==> src/design/csl_pkg.sv <==
// ----------------------------------------------------------------------------
// csl_pkg
// Types and codes shared by the compacting slot list and its engine.
// ----------------------------------------------------------------------------
package csl_pkg;

    localparam int SLOTS_DEF = 16;

    // request modes
    localparam logic [1:0] MODE_DROP      = 2'd0;
    localparam logic [1:0] MODE_PICK_IDX  = 2'd1;
    localparam logic [1:0] MODE_PICK_TYPE = 2'd2;

    // result status codes
    localparam logic [1:0] ST_OK        = 2'd0;
    localparam logic [1:0] ST_NULL_DROP = 2'd1;
    localparam logic [1:0] ST_BAD_INDEX = 2'd2;
    localparam logic [1:0] ST_NOT_FOUND = 2'd3;

    typedef struct packed {
        logic [1:0]  mode;
        logic        item_valid;
        logic [15:0] item_handle;
        logic [7:0]  item_type;
        logic [3:0]  slot_index;
        logic [7:0]  type_key;
    } in_t;

    typedef struct packed {
        logic [1:0]  status;
        logic        got_item;
        logic [15:0] out_handle;
        logic [7:0]  out_type;
        logic [3:0]  out_index;
        logic        evicted;
        logic [15:0] evicted_handle;
        logic [4:0]  fill_now;
        logic        is_empty;
    } out_t;

    typedef struct packed {
        logic [15:0] handle;
        logic [7:0]  kind;
    } entry_t;

endpackage

==> src/design/compacting_slot_list.sv <==
// ----------------------------------------------------------------------------
// compacting_slot_list
// Ordered list of handle/type entries with oldest eviction and gap closing.
// ----------------------------------------------------------------------------
// Usage:
//   s_valid/s_ready/s_data carries one request beat (drop, pick by index,
//   pick by type). m_valid/m_ready/m_data returns exactly one result beat per
//   request, in order. One request is in flight at a time: s_ready drops on
//   accept and returns when the result is loaded into the output register.
//   A drop into a list with room, a rejected request or an unused mode goes
//   from decode straight to the result. A removal by index or by type, and
//   the eviction of slot 0 on a full drop, find the entry and close the gap
//   by moving each later entry down; a type search that misses scans the
//   whole list. The scan and compaction run through the slot memory, with a
//   single read and a single write port, moving one entry per cycle.
//   The output register frees s_ready only when it can take the result, so a
//   stalled receiver holds the block after the current request; the next
//   request is accepted while the held result waits to be taken.
//   Reset empties the list (fill count zero); slot contents are not cleared.
// ----------------------------------------------------------------------------
module compacting_slot_list #(
    parameter int SLOTS = csl_pkg::SLOTS_DEF
) (
    input  logic          aclk,
    input  logic          aresetn,
    input  logic          s_valid,
    output logic          s_ready,
    input  csl_pkg::in_t  s_data,
    output logic          m_valid,
    input  logic          m_ready,
    output csl_pkg::out_t m_data
);

    logic          busy_reg, busy_next;
    logic          m_valid_reg, m_valid_next;
    csl_pkg::out_t m_data_reg;
    logic          accept;
    logic          res_valid;
    logic          res_ready;
    csl_pkg::out_t res;

    assign s_ready   = !busy_reg;
    assign accept    = s_valid && s_ready;
    assign res_ready = !m_valid_reg || m_ready;

    csl_engine #(
        .SLOTS (SLOTS)
    ) u_engine (
        .aclk      (aclk),
        .aresetn   (aresetn),
        .start     (accept),
        .req       (s_data),
        .res_valid (res_valid),
        .res_ready (res_ready),
        .res       (res)
    );

    always_comb begin
        busy_next    = busy_reg;
        m_valid_next = m_valid_reg;
        if (m_valid_reg && m_ready) begin
            m_valid_next = 1'b0;
        end
        if (res_valid && res_ready) begin
            m_valid_next = 1'b1;
            busy_next    = 1'b0;
        end
        if (accept) begin
            busy_next = 1'b1;
        end
    end

    always_ff @(posedge aclk) begin
        if (!aresetn) begin
            busy_reg    <= 1'b0;
            m_valid_reg <= 1'b0;
        end else begin
            busy_reg    <= busy_next;
            m_valid_reg <= m_valid_next;
        end
        if (res_valid && res_ready) begin
            m_data_reg <= res;
        end
    end

    assign m_valid = m_valid_reg;
    assign m_data  = m_data_reg;

endmodule

==> src/design/csl_engine.sv <==
// ----------------------------------------------------------------------------
// csl_engine
// Slot storage and the sequencer that appends, scans and compacts it, one
// slot per cycle through a single read and a single write port.
// ----------------------------------------------------------------------------
module csl_engine #(
    parameter int SLOTS = csl_pkg::SLOTS_DEF
) (
    input  logic          aclk,
    input  logic          aresetn,
    input  logic          start,
    input  csl_pkg::in_t  req,
    output logic          res_valid,
    input  logic          res_ready,
    output csl_pkg::out_t res
);

    localparam int IDX_W = (SLOTS > 1) ? $clog2(SLOTS) : 1;
    localparam int CNT_W = $clog2(SLOTS + 1);

    localparam logic [2:0] S_IDLE   = 3'd0;
    localparam logic [2:0] S_DECODE = 3'd1;
    localparam logic [2:0] S_SCAN   = 3'd2;
    localparam logic [2:0] S_SHIFT  = 3'd3;
    localparam logic [2:0] S_DONE   = 3'd4;

    logic [2:0]       state_reg, state_next;
    csl_pkg::in_t     req_reg, req_next;
    csl_pkg::out_t    res_reg, res_next;
    logic [CNT_W-1:0] fill_reg, fill_next;
    logic [CNT_W-1:0] ptr_reg, ptr_next;
    logic [IDX_W-1:0] wr_ptr_reg, wr_ptr_next;
    logic             rd_vld_reg, rd_vld_next;
    logic             take_any_reg, take_any_next;
    logic             evict_reg, evict_next;

    csl_pkg::entry_t  mem [SLOTS];
    csl_pkg::entry_t  rd_data_reg;

    logic             we;
    logic [IDX_W-1:0] wr_addr;
    csl_pkg::entry_t  wr_data;
    logic             issue;
    logic             match;
    logic [CNT_W-1:0] pos_cnt;
    logic [IDX_W-1:0] pos;
    logic [IDX_W+3:0] pos_ext;
    logic [CNT_W+3:0] idx_ext;
    logic [CNT_W+3:0] fill_ext;
    logic [CNT_W+4:0] fill_out_ext;
    logic [CNT_W-1:0] fill_dec;

    // read issue runs ahead of the write pointer to cover the registered read
    assign issue   = (state_reg == S_SCAN || state_reg == S_SHIFT) && (ptr_reg < fill_reg);
    assign match   = rd_vld_reg && (take_any_reg || rd_data_reg.kind == req_reg.type_key);
    assign pos_cnt = ptr_reg - CNT_W'(1);
    assign pos     = pos_cnt[IDX_W-1:0];
    assign pos_ext = {4'b0, pos};
    assign idx_ext = {{CNT_W{1'b0}}, req_reg.slot_index};
    assign fill_ext = {4'b0, fill_reg};
    assign fill_out_ext = {5'b0, fill_reg};
    assign fill_dec = fill_reg - CNT_W'(1);

    always_ff @(posedge aclk) begin
        if (we) begin
            mem[wr_addr] <= wr_data;
        end
        if (issue) begin
            rd_data_reg <= mem[ptr_reg[IDX_W-1:0]];
        end
    end

    always_comb begin
        state_next    = state_reg;
        req_next      = req_reg;
        res_next      = res_reg;
        fill_next     = fill_reg;
        ptr_next      = ptr_reg;
        wr_ptr_next   = wr_ptr_reg;
        rd_vld_next   = rd_vld_reg;
        take_any_next = take_any_reg;
        evict_next    = evict_reg;
        we            = 1'b0;
        wr_addr       = '0;
        wr_data       = '0;

        case (state_reg)
            S_IDLE: begin
                if (start) begin
                    req_next   = req;
                    res_next   = '0;
                    state_next = S_DECODE;
                end
            end
            S_DECODE: begin
                rd_vld_next   = 1'b0;
                take_any_next = 1'b0;
                evict_next    = 1'b0;
                ptr_next      = '0;
                case (req_reg.mode)
                    csl_pkg::MODE_DROP: begin
                        if (!req_reg.item_valid) begin
                            res_next.status = csl_pkg::ST_NULL_DROP;
                            state_next      = S_DONE;
                        end else if (fill_reg == CNT_W'(SLOTS)) begin
                            // full: pull out slot 0 and compact, append at the end
                            evict_next    = 1'b1;
                            take_any_next = 1'b1;
                            state_next    = S_SCAN;
                        end else begin
                            we         = 1'b1;
                            wr_addr    = fill_reg[IDX_W-1:0];
                            wr_data    = {req_reg.item_handle, req_reg.item_type};
                            fill_next  = fill_reg + CNT_W'(1);
                            state_next = S_DONE;
                        end
                    end
                    csl_pkg::MODE_PICK_IDX: begin
                        if (idx_ext < fill_ext) begin
                            ptr_next      = idx_ext[CNT_W-1:0];
                            take_any_next = 1'b1;
                            state_next    = S_SCAN;
                        end else begin
                            res_next.status = csl_pkg::ST_BAD_INDEX;
                            state_next      = S_DONE;
                        end
                    end
                    csl_pkg::MODE_PICK_TYPE: begin
                        if (fill_reg == '0) begin
                            res_next.status = csl_pkg::ST_NOT_FOUND;
                            state_next      = S_DONE;
                        end else begin
                            state_next = S_SCAN;
                        end
                    end
                    default: begin
                        state_next = S_DONE;
                    end
                endcase
            end
            S_SCAN: begin
                if (issue) begin
                    ptr_next = ptr_reg + CNT_W'(1);
                end
                rd_vld_next = issue;
                if (match) begin
                    // read of pos+1 already issued this cycle feeds the shift
                    wr_ptr_next = pos;
                    if (evict_reg) begin
                        res_next.evicted        = 1'b1;
                        res_next.evicted_handle = rd_data_reg.handle;
                    end else begin
                        res_next.got_item   = 1'b1;
                        res_next.out_handle = rd_data_reg.handle;
                        res_next.out_type   = rd_data_reg.kind;
                        res_next.out_index  = pos_ext[3:0];
                    end
                    state_next = S_SHIFT;
                end else if (ptr_reg == fill_reg) begin
                    res_next.status = csl_pkg::ST_NOT_FOUND;
                    state_next      = S_DONE;
                end
            end
            S_SHIFT: begin
                if (issue) begin
                    ptr_next = ptr_reg + CNT_W'(1);
                end
                rd_vld_next = issue;
                if (rd_vld_reg) begin
                    we          = 1'b1;
                    wr_addr     = wr_ptr_reg;
                    wr_data     = rd_data_reg;
                    wr_ptr_next = wr_ptr_reg + IDX_W'(1);
                end else if (!issue) begin
                    if (evict_reg) begin
                        we      = 1'b1;
                        wr_addr = fill_dec[IDX_W-1:0];
                        wr_data = {req_reg.item_handle, req_reg.item_type};
                    end else begin
                        fill_next = fill_dec;
                    end
                    state_next = S_DONE;
                end
            end
            S_DONE: begin
                if (res_ready) begin
                    state_next = S_IDLE;
                end
            end
            default: begin
                state_next = S_IDLE;
            end
        endcase
    end

    always_comb begin
        res          = res_reg;
        res.fill_now = fill_out_ext[4:0];
        res.is_empty = (fill_reg == '0);
    end

    assign res_valid = (state_reg == S_DONE);

    always_ff @(posedge aclk) begin
        if (!aresetn) begin
            state_reg    <= S_IDLE;
            fill_reg     <= '0;
            rd_vld_reg   <= 1'b0;
            take_any_reg <= 1'b0;
            evict_reg    <= 1'b0;
        end else begin
            state_reg    <= state_next;
            fill_reg     <= fill_next;
            rd_vld_reg   <= rd_vld_next;
            take_any_reg <= take_any_next;
            evict_reg    <= evict_next;
        end
        req_reg    <= req_next;
        res_reg    <= res_next;
        ptr_reg    <= ptr_next;
        wr_ptr_reg <= wr_ptr_next;
    end

    a_fill_bound: assert property (@(posedge aclk) disable iff (!aresetn)
        fill_reg <= CNT_W'(SLOTS))
        else $error("fill count above slot capacity");

    a_start_idle: assert property (@(posedge aclk) disable iff (!aresetn)
        start |-> state_reg == S_IDLE)
        else $error("request started while engine busy");

    a_shift_below_fill: assert property (@(posedge aclk) disable iff (!aresetn)
        (state_reg == S_SHIFT && rd_vld_reg) |-> ({1'b0, wr_ptr_reg} < {1'b0, fill_reg}))
        else $error("compaction write at or above fill");

    a_done_release: assert property (@(posedge aclk) disable iff (!aresetn)
        (state_reg == S_DONE && res_ready) |=> state_reg == S_IDLE)
        else $error("result taken but engine not released");

    a_fill_step: assert property (@(posedge aclk) disable iff (!aresetn)
        (state_reg == S_IDLE) |=> $stable(fill_reg))
        else $error("fill count moved while idle");

endmodule

==> config.mk <==
export PLATFORM = sky130hd
export DESIGN_NAME = compacting_slot_list
export DESIGN_NICKNAME = d
export VERILOG_FILES = /design/src/design/csl_pkg.sv /design/src/design/compacting_slot_list.sv /design/src/design/csl_engine.sv
export SDC_FILE = /design/constraint.sdc
export NUM_CORES = 1
export LEC_CHECK = 0
export BUFFER_PORTS_ARGS = -buffer_cell sky130_fd_sc_hd__buf_2
export CAP_MARGIN = 20
export CORE_MARGIN = 2
export CORE_UTILIZATION = 45
export DETAILED_ROUTE_END_ITERATION = 10
export HOLD_SLACK_MARGIN = 0.06
export SLEW_MARGIN = 25
export SYNTH_ARGS = -nofsm -noshare
export SYNTH_HDL_FRONTEND = slang
export SYNTH_SLANG_ARGS = --single-unit
export TNS_END_PERCENT = 30
==> constraint.sdc <==
create_clock -name aclk -period 6.4 [get_ports aclk]
set_clock_uncertainty 0.05 [all_clocks]
set_input_delay 0.96 -clock aclk [delete_from_list [all_inputs] [get_ports aclk]]
set_output_delay 0.96 -clock aclk [all_outputs]
set_load 0.02 [all_outputs]
# After elaboration in Yosys (flattened, before gate mapping)
# Memory sizes are Yosys's and may differ from the RTL's. A register that Yosys moved wholly into a read port is not among the register bits.
# Cells that the tools add are included.
dict set report word_totals {
  regBits 163
  latch_bits 0
  romBits 0
  mem_bits_rw 384
  mem_count 1
}
# memory words word_bits read_ports rd_ports_with_merged_regs write_ports line_no
set mem_list {}
lappend mem_list {u_engine.mem 16 24 1 1 1 csl_engine.sv:37} ;# csl_pkg::entry_t mem [SLOTS];
dict set report classes {
  n_lt_le_gt_ge 2
  reduce_logical 29
  n_mul 0
  eq_ne 29
  shifts 0
  bitwise_logic 0
  muxes 71
  n_div 0
  addsub 5
}
# op n
set ops {}
lappend ops {{24-bit two-way mux} 6}
lappend ops {{46-bit one-hot mux with 2 select lines} 1}
lappend ops {{54-bit two-way mux} 1}
lappend ops {{24-bit one-hot mux with 2 select lines} 1}
lappend ops {{46-bit two-way mux} 1}
lappend ops {{5-bit two-way mux} 8}
lappend ops {{4-bit two-way mux} 9}
lappend ops {{3-bit two-way mux} 10}
lappend ops {{29-bit two-way mux} 1}
lappend ops {{5-bit one-hot mux with 2 select lines} 2}
lappend ops {{2-bit inequality test, second input constant} 9}
lappend ops {{17-bit two-way mux} 1}
lappend ops {{1-bit two-way mux} 16}
lappend ops {{4-bit one-hot mux with 2 select lines} 2}
lappend ops {{3-bit one-hot mux with 5 select lines} 1}
lappend ops {{2-bit by 1-bit inequality test with 1-bit output, second input constant} 6}
lappend ops {{2-bit one-hot mux with 3 select lines} 2}
lappend ops {{2-bit nonzero test} 6}
lappend ops {{5-bit by 1-bit adder with 5-bit output, second input constant} 2}
lappend ops {{2-bit two-way mux} 5}
lappend ops {{3-bit inequality test, second input constant} 3}
lappend ops {{3-bit one-hot mux with 3 select lines} 1}
lappend ops {{8-bit equality test} 1}
lappend ops {{4-bit AND reduction} 2}
lappend ops {{28 further kinds} 39}

# Logic depth before layout (Yosys ltp)
# Gate-level depths: netlist of run 1.
dict set report depth {
  ltp_word 8
  ltp_mapped 10
  ltp_nobuf 7
}

# By module
# From an unflattened synthesis of run 1, not the netlist that was laid out.
dict set report hier_totals {
  cells_unflattened 1031
  hier_area_um2 21918.5
}
# mod cells_each area_each_um2 instances
set modules_own_cells {}
lappend modules_own_cells {csl_engine 967 20203.1 1}
lappend modules_own_cells {compacting_slot_list 64 1715.4 1}

# Least setup slack after synthesis of run 1
# Ideal clock, no wire load.
dict set report synth_timing {
  kind {input to register}
  from {input port m_ready}
  to {register m_data_reg (netlist bit m_data[0]) (enable)}
  n_path_buf 0
  setup_slack_ns 2.602
  t_arrival_ns 3.283
  cell_stages 2
  path_cell_list {nor2b_1 > nor2_1}
}
dict set report synth_via {
  elab_chain_len 2
}
# item line_no
set synth_rtl {}
lappend synth_rtl {{start: declaration} compacting_slot_list.sv:30} ;# input logic m_ready,
lappend synth_rtl {{1-bit logical OR} compacting_slot_list.sv:44} ;# assign res_ready = !m_valid_reg || m_ready;
lappend synth_rtl {{1-bit logical AND} compacting_slot_list.sv:81} ;# if (res_valid && res_ready) begin
lappend synth_rtl {{end signal: assignment} compacting_slot_list.sv:82} ;# m_data_reg <= res;
lappend synth_rtl {{end: declaration} compacting_slot_list.sv:36} ;# csl_pkg::out_t m_data_reg;
# No other way between the ends.
# A chain may end at the register's enable or synchronous reset.

# Worst setup path in the final report of run 1
dict set report layout_timing {
  from {register u_engine.state_reg[1]}
  to {memory u_engine.mem[3][17] (netlist name) (enable)}
}
dict set report layout_via {
  elab_chain_len 8
}
# item line_no
set layout_rtl {}
lappend layout_rtl {{start: declaration} csl_engine.sv:27} ;# logic [2:0] state_reg, state_next;
lappend layout_rtl {{start signal: assignment} csl_engine.sv:212} ;# state_reg <= state_next;
lappend layout_rtl {{3-bit by 2-bit equality test with 1-bit output (on tied branches)} {csl_engine.sv:54, csl_engine.sv:87}}
lappend layout_rtl {{1-bit logical OR} csl_engine.sv:54} ;# assign issue = (state_reg == S_SCAN || state_reg == S_SHIFT) && (ptr_reg < fill_reg);
lappend layout_rtl {{1-bit logical AND} csl_engine.sv:54}
lappend layout_rtl {{1-bit two-way mux} csl_engine.sv:174} ;# end else if (!issue) begin
lappend layout_rtl {{1-bit two-way mux} csl_engine.sv:169} ;# if (rd_vld_reg) begin
lappend layout_rtl {{1-bit one-hot mux with 2 select lines} csl_engine.sv:87} ;# case (state_reg)
lappend layout_rtl {{1-bit two-way mux} csl_engine.sv:65} ;# if (we) begin
lappend layout_rtl {{1-bit two-way mux (not written as such)} csl_engine.sv:66} ;# mem[wr_addr] <= wr_data;
lappend layout_rtl {{end: declaration} csl_engine.sv:37}
# Several ways; a longest one is shown, not always the timed one.

==> flow_summary.yaml, run 1 <==
sta:
  drv_slew: 0
  timing.fmax_ghz: 0.242
  fin_crit_sh: 0.646
  final_hold_viol_count: 0
  rsz0062_at_grt: "false"
  hold_ws_ps: 367
  finalSetupViolCount: 0
  finalSetupTns_ps: 0
  tightest_slew_ps: 1040
  period_minus_slack_ps: 4130
  relSlewSlack: 0.306
layout:
  mostFrequentLayoutCell: "edfxtp_1"
  mostFrequentLayoutCells: "558 x edfxtp_1, 120 x mux4_2, 98 x buf_2"
  fin_nets: 1231
  area_growth_pct: 14.4
  largest_reg_flops: 384
  drive_gt1_frac: 0.299
routing:
  drt_iter0_drc: 995
  wirelength_mm: 46.4
  wl_met3_mm: 2.92
  wire_per_inst_um: 25.3
  drt_first_pass_iters: 6
  postRouteAntennaNets: 0
  drc_errors: 0
  top_layer_used: "met5"
  via_per_inst: 5.71
  vias: 10460
  drt-met1-wl_mm: 20.7
  wl_met2_mm: 21.8
worst_hold_path:
  hold_path_end: "m_data[16]$_DFFE_PP_"
  min_from: "u_engine.res[16]$_DFFE_PP_"
  hp-class: "flop to flop"
  whs_path_depth: 0
clock_tree:
  clk_path_buf_depth: 3
  ctsRootBufferMaster: "clkbuf_16"
  htreeDepth: 2
  cts_num_sinks: 571
  numCtsBuffers: 56
  post_cts_resized: 0
  postCtsHoldBufs: 0
  clkTransAtPathRegs_ps: 60
  cts_tree: "done"
  worstSkewPairLatency_ps: 640
  cts_setup_buffers: 0
die:
  die_y_um: 225
  die_w_um: 225
  core_area_um2: 47900
  num_rows: 80
  die-area_um2: 50500
  io_pins: 99
  start_util: 0.457
power_and_ir_drop:
  peakVddDrop_uv: 204
  leakage_nw: 8.11
  power.density_nw_per_um2: 322
yosys:
  yosys_warnings: 0
  synth_nets: 1097
  yosys_register_bits: 571
  avgSynthCellArea_um2: 21.2
  yosysSeqAreaShare: 0.776
  synth-main-ff-cell: "edfxtp_1"
  syn_area_um2: 21900
  syn_inst: 1036
  yosysUniqueCellTypes: 59
  synth-edff-count: 558
  async_flop_share: 0
setup_path:
  cp.arrival_ps: 4390
  end_kind: "flop"
  ff2ff_path_depth: 7
  critical_path_class: "flop to flop"
  crit_required_ps: 6650
  rrSetupSlack_ps: 2270
  cp_max_fo: 16
  crit_path_start_kind: "flop"
  r2r_end: "u_engine.mem[3][17]$_DFFE_PP_"
  r2r_start: "u_engine.state_reg[1]$_SDFFE_PN0P_"
placement:
  place_congestion: 0.874
  detailed_place_hpwl_mm: 27.0
  port_buffers: 98
global_routing:
  grt-ovfl-total: 0
  grt_pass1_wl_mm: 68.7
  track_usage: 0.186
  antenna_found_initial: 4
  grt_max_degree: 103
  grt_pass1_vias: 10548
status:
  status: "finished clean"
flow_run:
  cap_violations: 0
-- worst max path at each step --
| stage | startpoint | endpoint | cells after the start |
|---|---|---|---|
| final | u_engine.state_reg[1]$_SDFFE_PN0P_ | u_engine.mem[3][17]$_DFFE_PP_ | 7 |
| after global routing | u_engine.ptr_reg[2]$_DFFE_PP_ | u_engine.mem[1][20]$_DFFE_PP_ | 8 |
| after CTS | u_engine.state_reg[1]$_SDFFE_PN0P_ | u_engine.mem[3][22]$_DFFE_PP_ | 7 |
| after detailed placement | u_engine.state_reg[1]$_SDFFE_PN0P_ | u_engine.mem[3][17]$_DFFE_PP_ | 7 |
| after global placement | u_engine.state_reg[1]$_SDFFE_PN0P_ | u_engine.mem[14][19]$_DFFE_PP_ | 7 |
| after floorplan | m_ready | m_data[0]$_DFFE_PP_ | 2 |
-- Yosys cell counts, types with 3 or more instances --
| cell type | number | area, µm² |
|---|---|---|
| nor2b_1 | 3 | 18.8 |
| a21o_1 | 4 | 30.0 |
| a22oi_1 | 5 | 37.5 |
| nor2_1 | 36 | 135 |
| ha_1 | 18 | 225 |
| a211oi_1 | 3 | 22.5 |
| dfxtp_1 | 13 | 260 |
| mux2i_1 | 5 | 50.1 |
| mux4_2 | 120 | 2700 |
| clkbuf_1 | 20 | 75.1 |
| o21ai_0 | 11 | 55.1 |
| xnor2_1 | 6 | 52.6 |
| o21a_1 | 4 | 30.0 |
| a311o_1 | 3 | 30.0 |
| nor4_1 | 3 | 18.8 |
| xor2_1 | 12 | 105 |
| o221ai_1 | 4 | 35.0 |
| nand2_1 | 34 | 128 |
| a21oi_1 | 16 | 80.1 |
| a2111oi_0 | 3 | 26.3 |
| o22ai_1 | 4 | 25.0 |
| nor3_1 | 3 | 15.0 |
| edfxtp_1 | 558 | 16800 |
| nand3_1 | 9 | 45.0 |
| inv_1 | 20 | 75.1 |
| buf_4 | 9 | 67.6 |
| buf_2 | 16 | 80.1 |
| a31oi_1 | 4 | 25.0 |
| and2_1 | 29 | 181 |
| a22o_1 | 24 | 210 |
| a311oi_1 | 3 | 26.3 |
-- final cells by class --
type,count,area (µm²)
Fill cell,3720,22900
Tap cell,615,769
Antenna cell,1,2.50
Multi-Input combinational cell,397,4640
Clock buffer,63,1430
Sequential cell,571,17000
Inverter,20,76.3
Timing Repair Buffer,124,698
Clock inverter,41,445
-- cell families after synthesis --
kind of cell | synth area share
xor+xnor | 0.00719
buf+inv | 0.0144
compound gates | 0.0336
mux | 0.126
flops | 0.776
fa+ha+maj | 0.0103
simple gates | 0.0328
-- where the power goes --
part	leakage, nW	switching [mW]	internal (mW)	total (mW)
registers	5.16	0.0461	4.22	4.26
logic	2.04	0.285	0.189	0.474
clock network	0.911	1.43	1.90	3.33
total	8.11	1.76	6.31	8.07
-- per-stage QoR --
stage | setup WS [ps] | power (mW) | utilization | area (µm²) | cells
after floorplan | 2600 | 4.67 | - | 21900 | 1036
after global placement | 2400 | 4.82 | 0.484 | 23200 | 1727
after detailed placement | 2310 | 4.83 | 0.484 | 23200 | 1727
after CTS | 2300 | 8.15 | 0.523 | 25100 | 1831
after global routing | 2080 | 8.32 | 0.523 | 25100 | 1831
final | 2270 | 8.07 | 0.523 | 25100 | 1832
-- critical path: stages (launching register included) --
cell and delay, ps:
dfxtp_1 630, and4b_1 850, buf_4 380, nand2_1 150, a22oi_1 220, o221ai_1 280, nor2_2 870, buf_4 400
-- layer usage --
metal	track usage	up-vias
li1	-	4541
met1	0.273	5477
met2	0.289	363
met3	0.0392	77
met4	0.0446	2
met5	0	-
Power figures use the tool's default switching activity.
==> inputs of run 2 (changes only) <==
--- a/config.mk
+++ b/config.mk
@@ -5,6 +5,7 @@
 export SDC_FILE = /design/constraint.sdc
 export NUM_CORES = 1
 export LEC_CHECK = 0
+export ABC_AREA = 1
 export BUFFER_PORTS_ARGS = -buffer_cell sky130_fd_sc_hd__buf_2
 export CAP_MARGIN = 20
 export CORE_MARGIN = 2
==> constraint.sdc (replaced) <==
create_clock -name aclk -period 3.82 [get_ports aclk]
set_clock_uncertainty 0.05 [all_clocks]
set_input_delay 0.573 -clock aclk [delete_from_list [all_inputs] [get_ports aclk]]
set_output_delay 0.573 -clock aclk [all_outputs]
set_load 0.02 [all_outputs]
==> run 2 against run 1 <==
Net effect:
- non-clock buffer count is 42 higher
- total power is 72% higher
- combinational power increased to 3.0 times the previous value
- count of clock-buffer cells in the layout is 5 higher
- wire length is 12% higher
- sequential cell count unchanged
- critical path depth is 4 higher
- maximum frequency rose by 26%
- highest routed layer is now met4
==> flow_summary.yaml, run 2 <==
sta:
  relSlewSlack: 0.277
  period_minus_slack_ps: 3270
  tightest_slew_ps: 1080
  fin_crit_sh: 0.857
  timing.fmax_ghz: 0.306
  finalSetupTns_ps: 0
  final_hold_viol_count: 0
  rsz0062_at_grt: "false"
  drv_slew: 0
  finalSetupViolCount: 0
routing:
  drt_iter0_drc: 1531
  wirelength_mm: 51.9
  drc_errors: 0
  via_per_inst: 5.45
  drt_first_pass_iters: 7
  postRouteAntennaNets: 0
  wire_per_inst_um: 21.0
  vias: 13503
clock_tree:
  clkTransAtPathRegs_ps: 60
  worstSkewPairLatency_ps: 610
  cts_tree: "done"
  cts_num_sinks: 571
  cts_setup_buffers: 0
  ctsRootBufferMaster: "clkbuf_16"
  htreeDepth: 2
  numCtsBuffers: 57
  postCtsHoldBufs: 5
  clk_path_buf_depth: 3
  post_cts_resized: 0
yosys:
  post-synth-top-count-cell: "edfxtp_1"
  syn_area_um2: 22100
  syn_inst: 1628
  synth-main-ff-cell: "edfxtp_1"
  synth_common_cells: "558 x edfxtp_1, 267 x nor2_1, 235 x o21ai_0"
  synth-compound-area-share: 0.0938
  yosysSeqAreaShare: 0.769
  synthSimpleGateAreaFrac: 0.0917
  yosysTopAreaCellShare: 0.757
  synth_nets: 1689
  muxShareOfSynthArea: 0
  async_flop_share: 0
  synth_adder_area_share: 0.0102
  yosysUniqueCellTypes: 41
  synth_top_area_cell: "edfxtp_1"
  synth_xor_area_frac: 0.00673
  synth_top_family_by_area: "compound AO/OA/AOI/OAI gates"
  ys_top_cells_by_area: "edfxtp_1 76%, o21ai_0 5.3%, nor2_1 4.5%, nand2_1 2.5%, o22ai_1 1.6%"
  yosys_warnings: 0
  avgSynthCellArea_um2: 13.6
  synth-edff-count: 558
  yosys_register_bits: 571
power_and_ir_drop:
  clockPowerShare: 0.373
  p_sw_mw: 3.34
  swShare: 0.241
  leakage_nw: 9.52
  power_frac_seq: 0.523
  power.density_nw_per_um2: 543
  p_total_mw: 13.8
  p_comb_frac: 0.104
  peakVddDrop_uv: 305
  power.internal_mw: 10.5
die:
  die_y_um: 226
  die-area_um2: 51000
  start_util: 0.454
  num_rows: 81
  io_pins: 99
  core_area_um2: 48700
  die_w_um: 226
setup_path:
  cp_max_fo: 18
  critical_path_class: "flop to flop"
  crit_top_cell: "nand2_1"
  path_cells: "inv_1 > ha_1 > nand2_1 > nor2_1 > nand2_1 > nand3_1 > nand3_2 > o21ai_1 > nand2_1 > nor2_4 > buf_4"
  end_kind: "flop"
  cp.arrival_ps: 3510
  crit_required_ps: 4060
  cp_slowest_cell: "dfxtp_1"
  crit_path_start_kind: "flop"
  max_stage_delay_ps: 420
global_routing:
  grt-ovfl-total: 0
  grt_pass1_vias: 12897
  met3_usage: 0.0330
  antenna_found_initial: 0
  grt_pass1_wl_mm: 78.9
  grt_use_met1: 0.302
  grt_max_degree: 197
  track_usage: 0.206
  grt_use_met2: 0.321
  top_usage_layer: "met2"
worst_hold_path:
  hp-class: "input port to flop"
layout:
  multi_input_area_um2: 4570
  largest_reg_flops: 384
  regArea_um2: 17000
  antenna_cells: 0
  mostFrequentLayoutCell: "edfxtp_1"
  fin_nets: 1830
  post-route-util: 0.523
  fillers: 4054
  drive_gt1_frac: 0.154
  mostFrequentLayoutCells: "558 x edfxtp_1, 248 x nor2_1, 235 x o21ai_0"
  finalNonFillerCells: 2476
  area_growth_pct: 15.1
placement:
  place_congestion: 0.879
  dp.cells: 2369
  port_buffers: 98
  detailed_place_hpwl_mm: 30.5
status:
  status: "finished clean"
flow_run:
  cap_violations: 0
run 2: cell type report:
class | instances | share of cell area
clock inverter | 34 | 0.00909
clock buffer | 68 | 0.0576
tap | 664 | 0.0326
timing repair buffer | 166 | 0.0418
multi-input combinational | 897 | 0.180
inverter | 76 | 0.0113
sequential | 571 | 0.668
run 2: kinds of logic (layout without fill, tap and decap cells):
group / Yosys count / after routing
AOI/OAI and AO/OA: 363 / 363
xor gates and xnor gates: 17 / 17
adders and majority gates: 18 / 18
buffers and inverters: 160 / 344
DFF: 571 / 571
and+or+nand+nor: 499 / 499
run 2: worst paths after layout:
| path | startpoint | to | cells past startpoint | slack, ps |
|---|---|---|---|---|
| worst min-delay path | s_data[16] | u_engine.req_reg[16]$_DFFE_PP_ | 1 | 80 |
| worst min register to register | u_engine.res[25]$_SDFFCE_PN0P_ | m_data[25]$_DFFE_PP_ | 0 | 360 |
| worst max-delay path | u_engine.fill_reg[4]$_SDFFE_PN0P_ | u_engine.mem[13][17]$_DFFE_PP_ | 11 | 550 |
| worst max register to register | u_engine.fill_reg[4]$_SDFFE_PN0P_ | u_engine.mem[13][17]$_DFFE_PP_ | 11 | 550 |
run 2: stage by stage:
step / hold slack, ps / setup WS, ps / cell area (µm²)
finish: 84.5 / 547 / 25500
CTS: 60.2 / 606 / 25500
detailed placement: 355 / 620 / 23700
global placement: 353 / 756 / 23700
global route: 65.7 / 269 / 25500
floorplan: 350 / 205 / 22100
run 2: power groups by stage:
stage,sequential (mW),clock [mW],combinational (mW)
after detailed placement,7.37,0,1.43
after floorplan,7.38,0,0.932
after global routing,7.26,5.49,1.61
after CTS,7.24,5.26,1.44
final,7.24,5.16,1.44
after global placement,7.36,0,1.42
run 2: routing by layer:
layer | wire, µm | part of all wire
met5 | 0 | 0
met1 | 23400 | 0.45
met3 | 3680 | 0.071
met2 | 23800 | 0.46
met4 | 1010 | 0.020
run 2: worst max-delay path: cells and delay by family (launching register included):
family,cells,cell delay [ps]
and+or+nand+nor,7,1280
adders and majority gates,1,330
AOI/OAI and AO/OA,1,360
DFF,1,420
buffers and inverters,2,500
